**src/design/msrc_pkg.sv**
```systemverilog
// Package: shared constants, types and the CRC-16 byte update for the reply checker.
`timescale 1ns / 1ps
package msrc_pkg;

  localparam int MAX_DATA_BYTES_DEF = 4;

  // Configuration registers
  localparam int CFG_IDX_W  = 1;
  localparam int CFG_DATA_W = 3;
  localparam logic [CFG_IDX_W-1:0] CFG_DATA_LENGTH  = 1'd0;
  localparam logic [CFG_IDX_W-1:0] CFG_CONTENT_MODE = 1'd1;
  localparam logic [2:0] DATA_LENGTH_RST = 3'd4;

  // Content modes
  localparam logic [1:0] MODE_HUM_TEMP = 2'd0;
  localparam logic [1:0] MODE_TEMP     = 2'd1;
  localparam logic [1:0] MODE_HUM      = 2'd2;
  localparam logic [1:0] MODE_RAW      = 2'd3;

  // Status codes
  localparam logic [1:0] ST_OK      = 2'd0;
  localparam logic [1:0] ST_BAD_CMD = 2'd1;
  localparam logic [1:0] ST_BAD_LEN = 2'd2;
  localparam logic [1:0] ST_BAD_CRC = 2'd3;

  localparam logic [7:0]  READ_CMD    = 8'h03;
  localparam logic [15:0] CRC_INIT    = 16'hFFFF;
  localparam logic [15:0] CRC_POLY    = 16'hA001;
  localparam logic [15:0] RAW_INVALID = 16'hFFFF;
  localparam logic [15:0] SIGN_BIT    = 16'h8000;
  localparam logic [15:0] MAG_MASK    = 16'h7FFF;

  // Data bytes kept in the data word
  localparam int STORE_BYTES = 4;

  // Frame queue between front and back
  localparam int QUEUE_DEPTH = 2;
  localparam int QPTR_W      = (QUEUE_DEPTH > 1) ? $clog2(QUEUE_DEPTH) : 1;
  localparam int QCNT_W      = $clog2(QUEUE_DEPTH + 1);

  // Completed frame, front to back
  typedef struct packed {
    logic [1:0]  status;
    logic [31:0] data_word;
    logic [2:0]  stored;     // data bytes held in data_word, 1..4
    logic [1:0]  mode;
  } msrc_frame_t;

  // Reflected CRC-16, one byte folded in
  function automatic logic [15:0] crc16_fold(input logic [15:0] crc, input logic [7:0] b);
    logic [15:0] c;
    c = crc ^ {8'h00, b};
    for (int i = 0; i < 8; i++) begin
      if (c[0]) c = (c >> 1) ^ CRC_POLY;
      else      c = c >> 1;
    end
    return c;
  endfunction

endpackage

```
**src/design/msrc_front.sv**
```systemverilog
// Front end: frame position tracking, header checks, CRC accumulation, frame summary.
`timescale 1ns / 1ps
module msrc_front
  import msrc_pkg::*;
#(
  parameter int MAX_DATA_BYTES = MAX_DATA_BYTES_DEF
) (
  input  logic        clk,
  input  logic        rst_n,
  input  logic        in_valid,
  output logic        in_ready,
  input  logic [7:0]  rx_byte,
  input  logic        frame_start,
  input  logic [2:0]  data_length,
  input  logic [1:0]  content_mode,
  input  logic        q_full,
  output logic        q_push,
  output msrc_frame_t q_frame
);

  localparam int CNT_W = $clog2(MAX_DATA_BYTES + 4);

  logic [CNT_W-1:0] byte_count_r, byte_count_nxt;
  logic [15:0]      crc_r, crc_nxt;
  logic [31:0]      data_shift_r, data_shift_nxt;
  logic [1:0]       header_error_r, header_error_nxt;
  logic [7:0]       crc_low_r, crc_low_nxt;

  logic [CNT_W-1:0] len, cnt;
  logic [15:0]      crc_cur;
  logic [31:0]      ds_cur;
  logic [1:0]       herr_cur;
  logic [7:0]       crc_low_cur;
  logic             accept, last;

  always_comb begin
    len = CNT_W'(data_length);
    if (len == '0) len = CNT_W'(1);
    else if (len > CNT_W'(MAX_DATA_BYTES)) len = CNT_W'(MAX_DATA_BYTES);
  end

  // frame_start drops any partial frame
  assign cnt         = frame_start ? '0 : byte_count_r;
  assign crc_cur     = frame_start ? CRC_INIT : crc_r;
  assign ds_cur      = frame_start ? '0 : data_shift_r;
  assign herr_cur    = frame_start ? ST_OK : header_error_r;
  assign crc_low_cur = frame_start ? 8'h00 : crc_low_r;

  assign in_ready = !q_full;
  assign accept   = in_valid && in_ready;
  assign last     = (cnt >= len + CNT_W'(3));
  assign q_push   = accept && last;

  always_comb begin
    q_frame.data_word = ds_cur;
    q_frame.mode      = content_mode;
    q_frame.stored    = (len < CNT_W'(STORE_BYTES)) ? 3'(len) : 3'(STORE_BYTES);
    if (herr_cur != ST_OK)                       q_frame.status = herr_cur;
    else if (crc_cur != {rx_byte, crc_low_cur})  q_frame.status = ST_BAD_CRC;
    else                                         q_frame.status = ST_OK;
  end

  always_comb begin
    byte_count_nxt   = byte_count_r;
    crc_nxt          = crc_r;
    data_shift_nxt   = data_shift_r;
    header_error_nxt = header_error_r;
    crc_low_nxt      = crc_low_r;
    if (accept) begin
      if (last) begin
        byte_count_nxt   = '0;
        crc_nxt          = CRC_INIT;
        data_shift_nxt   = '0;
        header_error_nxt = ST_OK;
        crc_low_nxt      = 8'h00;
      end else begin
        byte_count_nxt   = cnt + CNT_W'(1);
        crc_nxt          = crc_cur;
        data_shift_nxt   = ds_cur;
        header_error_nxt = herr_cur;
        crc_low_nxt      = crc_low_cur;
        if (cnt == CNT_W'(0)) begin
          if (rx_byte != READ_CMD) header_error_nxt = ST_BAD_CMD;
        end else if (cnt == CNT_W'(1)) begin
          if (herr_cur == ST_OK && rx_byte != 8'(len)) header_error_nxt = ST_BAD_LEN;
        end else if (cnt < len + CNT_W'(2)) begin
          if (cnt < CNT_W'(STORE_BYTES + 2)) data_shift_nxt = {ds_cur[23:0], rx_byte};
        end else begin
          crc_low_nxt = rx_byte;
        end
        if (cnt < len + CNT_W'(2)) crc_nxt = crc16_fold(crc_cur, rx_byte);
      end
    end
  end

  always_ff @(posedge clk) begin
    if (!rst_n) begin
      byte_count_r   <= '0;
      crc_r          <= CRC_INIT;
      data_shift_r   <= '0;
      header_error_r <= ST_OK;
      crc_low_r      <= 8'h00;
    end else begin
      byte_count_r   <= byte_count_nxt;
      crc_r          <= crc_nxt;
      data_shift_r   <= data_shift_nxt;
      header_error_r <= header_error_nxt;
      crc_low_r      <= crc_low_nxt;
    end
  end

endmodule

```
**config.mk**
```make
export PLATFORM = sky130hd
export DESIGN_NAME = msrc_front
export DESIGN_NICKNAME = d
export VERILOG_FILES = /design/src/design/msrc_pkg.sv /design/src/design/msrc_front.sv
export SDC_FILE = /design/constraint.sdc
export NUM_CORES = 1
export LEC_CHECK = 0
export ABC_CLOCK_PERIOD_IN_PS = 5900
export BUFFER_PORTS_ARGS = -buffer_cell sky130_fd_sc_hd__buf_2
export CAP_MARGIN = 10
export CORE_ASPECT_RATIO = 0.8
export CORE_MARGIN = 3
export CORE_UTILIZATION = 50
export DETAILED_ROUTE_END_ITERATION = 8
export PLACE_DENSITY_LB_ADDON = 0.08
export SLEW_MARGIN = 40
export SYNTH_ARGS = -nofsm -noshare
export SYNTH_HDL_FRONTEND = slang
export SYNTH_SLANG_ARGS = --single-unit
export TNS_END_PERCENT = 20
```
**constraint.sdc**
```tcl
create_clock -name clk -period 5.9 [get_ports clk]
set_input_delay 0.885 -clock clk [delete_from_list [all_inputs] [get_ports clk]]
set_output_delay 0.885 -clock clk [all_outputs]
set_load 0.02 [all_outputs]
```
==> flow_summary.json <==
{
  "cts_htree_levels": 3,
  "fin_crit_sh_pct": 68.5,
  "antenna_found_initial": 0,
  "num_rows": 27,
  "globalRouteOverflowTotal": 0,
  "clk_latency_ns": 0.35,
  "syn-cell-area_sq_mm": 0.00368,
  "setup_tns_ns": 0,
  "ys_types": 54,
  "p_total_w": 0.000960,
  "critPathArrivalTime_ns": 3.16,
  "routabilityCongestion": 0.829,
  "synth-edff-count": 0,
  "synthArstFlopShare_pct": 0,
  "multi_input_area_sq_mm": 0.00220,
  "dp_slack_ns": 1.91,
  "ff_latch_area_sq_mm": 0.00122,
  "start_util_pct": 52.4,
  "power_leakage_nw": 1.62,
  "fin_ws_ns": 1.86,
  "post_route_cells_drive_above_1_share_pct": 17.6,
  "cts_root_buffer": "clkbuf_8",
  "syn_nets": 488,
  "ir_drop_v": 0.000108,
  "area_growth_pct": 12.0,
  "cpMostUsedCell": "buf_2",
  "power_density_mw_per_mm2": 233,
  "cp_slowest_cell": "buf_2",
  "hold_viol": 0,
  "setup_viol": 0,
  "synth_top_area_share_pct": 33.1,
  "holdWs_ns": 0.467,
  "io_buffer_count": 54,
  "drv_slew": 0,
  "antennaDiodeCount": 0,
  "grt_max_degree": 42,
  "ys_seq_area_share_pct": 33.1,
  "path_delay_family": "buffers and inverters",
  "crit_fanout": 35,
  "grt_pass1_wl_mm": 15.8,
  "fin_crit_ns": 4.04,
  "avgSynthCellArea_sq_um": 7.98,
  "routedWlPerCell_um": 16.6,
  "drt_drc_violations_left": 0,
  "worst_pin_slew_ns": 0.770,
  "relSlewSlack_pct": 48.5,
  "drt_iter0_drc": 193,
  "synthTopCellsByArea": "dfxtp_1 33%, xnor2_1 6.7%, nor2b_1 6.6%, a21oi_1 5.7%, nand2_1 4.2%",
  "max_freq_mhz": 247,
  "clockBufferDepth": 2,
  "cts_made_buffers": 9,
  "clock_skew_ns": 0.00839,
  "drt-pass1-iter-count": 6,
  "io_pins": 59,
  "post_cts_buffers": 0,
  "path_clk_slew_ns": 0.07,
  "grt_pass1_vias": 3141,
  "dieHeight_um": 82.8,
  "path_class": "input port to primary output",
  "yosys.area.top_type": "dfxtp_1",
  "cp_num_buf_inv": 3,
  "die_w_um": 102,
  "worstPathCellList": "buf_2 > buf_4 > nor2_1 > a2111oi_0 > nand4_1 > nor4_1 > o22ai_1 > buf_2",
  "critical_path_required_ns": 5.02,
  "drt-total-wl_mm": 9.74,
  "status": "finished clean",
  "cts_resized": 0,
  "core_area_sq_mm": 0.00703,
  "track_usage_pct": 24.0,
  "critPathCaptureType": "primary output",
  "cts_sinks": 61,
  "synthCells": 462,
  "ctsHoldBuffers": 0,
  "yosys_warnings": 0,
  "crit_path_max_incr_delay_ns": 0.51,
  "start_kind": "input port",
  "drtAntennaViolNets": 0,
  "via_count": 3353,
  "rsz0062_at_grt": "no",
  "nFillCells": 670,
  "synth-main-ff-cell": "dfxtp_1",
  "drv_cap": 0,
  "layout.nets": 521,
  "die_area_sq_mm": 0.00844,
  "cts_tree": "done",
  "ys_ff_latch": 61,
  "hpwl_mm": 6.84,
  "routed_via_density": 5.71,
  "hold_class": "flip-flop to flip-flop"
}
state kept, by name (all words and copies together), names as in the netlist:
register,count
crc_low_r,8
header_error_r,2
data_shift_r,32
byte_count_r,3
crc_r,16
worst paths after layout:
check | cells after the start | slack, ns | start | to
worst max-delay path | 8 | 1.86 | frame_start | q_frame[38]
worst min-delay path | 2 | 0.47 | data_shift_r[10] | data_shift_r[18]
worst max register to register | 10 | 3.31 | byte_count_r[1] | data_shift_r[25]
worst min register to register | 2 | 0.47 | data_shift_r[10] | data_shift_r[18]
synth_stat cells (2+ instances only):
cell type and number:
dfxtp_1 61, a21oi_1 42, nand2_1 41, nor2b_1 39
nor2_1 34, o21ai_0 30, xnor2_1 28, clkbuf_1 22
inv_1 22, nor3_1 14, a2bb2oi_1 10, o21a_1 10
o22ai_1 10, mux2i_1 9, ha_1 8, xor2_1 6
buf_2 5, o21ai_1 5, a21boi_0 4, buf_4 4
a31oi_1 3, buf_6 3, clkbuf_2 3, nand2b_1 3
nor4_1 3, o211ai_1 3, or4_1 3, xnor3_1 3
a21o_1 2, a21oi_2 2, nand3_1 2, nand4_1 2
o22a_1 2, o32a_1 2, or2_2 2, or3_1 2
cell usage in the layout, fill, tap and decap left out, types with 3 or more instances in the layout:
master,synthesis,final
nor2_1,34,34
ha_1,8,8
buf_2,5,54
or4_1,3,3
nor3_1,14,14
nor2b_1,39,39
xnor2_1,28,28
clkbuf_8,0,9
nor4_1,3,3
a31oi_1,3,3
buf_4,4,6
xor2_1,6,6
o211ai_1,3,3
a21oi_1,42,42
xnor3_1,3,3
a2bb2oi_1,10,10
inv_1,22,22
o22ai_1,10,10
nand2b_1,3,3
a21boi_0,4,4
o21a_1,10,10
dfxtp_1,61,61
nand2_1,41,41
o21ai_1,5,4
o21ai_0,30,30
mux2i_1,9,9
worst register-to-register path, cell delays in order (launching register included):
cell      delay, ns
dfxtp_1        0.35
nor2b_1        0.27
inv_1          0.11
ha_1           0.23
nor2_1         0.20
mux2i_1        0.12
a211oi_2       0.23
buf_4          0.27
o2111a_4       0.43
nand2_1        0.13
a21oi_1        0.18
logic make-up (layout without fill, tap and decap cells):
logic type | count (synthesis) | count (layout) | share of synthesized area (%)
buffers and inverters | 60 | 98 | 7.40
AOI/OAI and AO/OA | 135 | 135 | 23.6
xor gates and xnor gates | 38 | 38 | 10.4
DFF | 61 | 61 | 33.1
and+or+nand+nor | 149 | 149 | 19.9
adders and majority gates | 9 | 9 | 3.02
other | 1 | 1 | 0.102
muxes | 9 | 9 | 2.44
power breakdown:
part / switching, W / internal, W
logic: 0.0000900 / 0.0000669
clock network: 0.000177 / 0.000196
registers: 0.0000107 / 0.000420
metrics by stage:
stage / std cells / util, % / area [sq um]
final: 587 / 58.7 / 4130
after floorplan: 462 / - / 3680
after global placement: 570 / 55.7 / 3920
after detailed placement: 570 / 55.8 / 3920
after CTS: 586 / 58.6 / 4120
after global routing: 587 / 58.7 / 4130
per-layer routing:
metal	vias to the layer above	track usage [%]	wire length, um
li1	1651	-	-
met1	1572	35.3	4860
met2	119	35.5	4140
met3	11	5.43	635
met4	0	6.29	97
met5	-	0	0
final cells by class:
type	instances	share of cell area (%)
multi-input cells	341	53.3
flip-flops and latches	61	29.6
repair buffers	60	7.64
clock buffers	9	3.00
well taps	87	2.64
inverters	22	2.00
clock inverters	7	1.79
(Power assumes the default switching activity.)
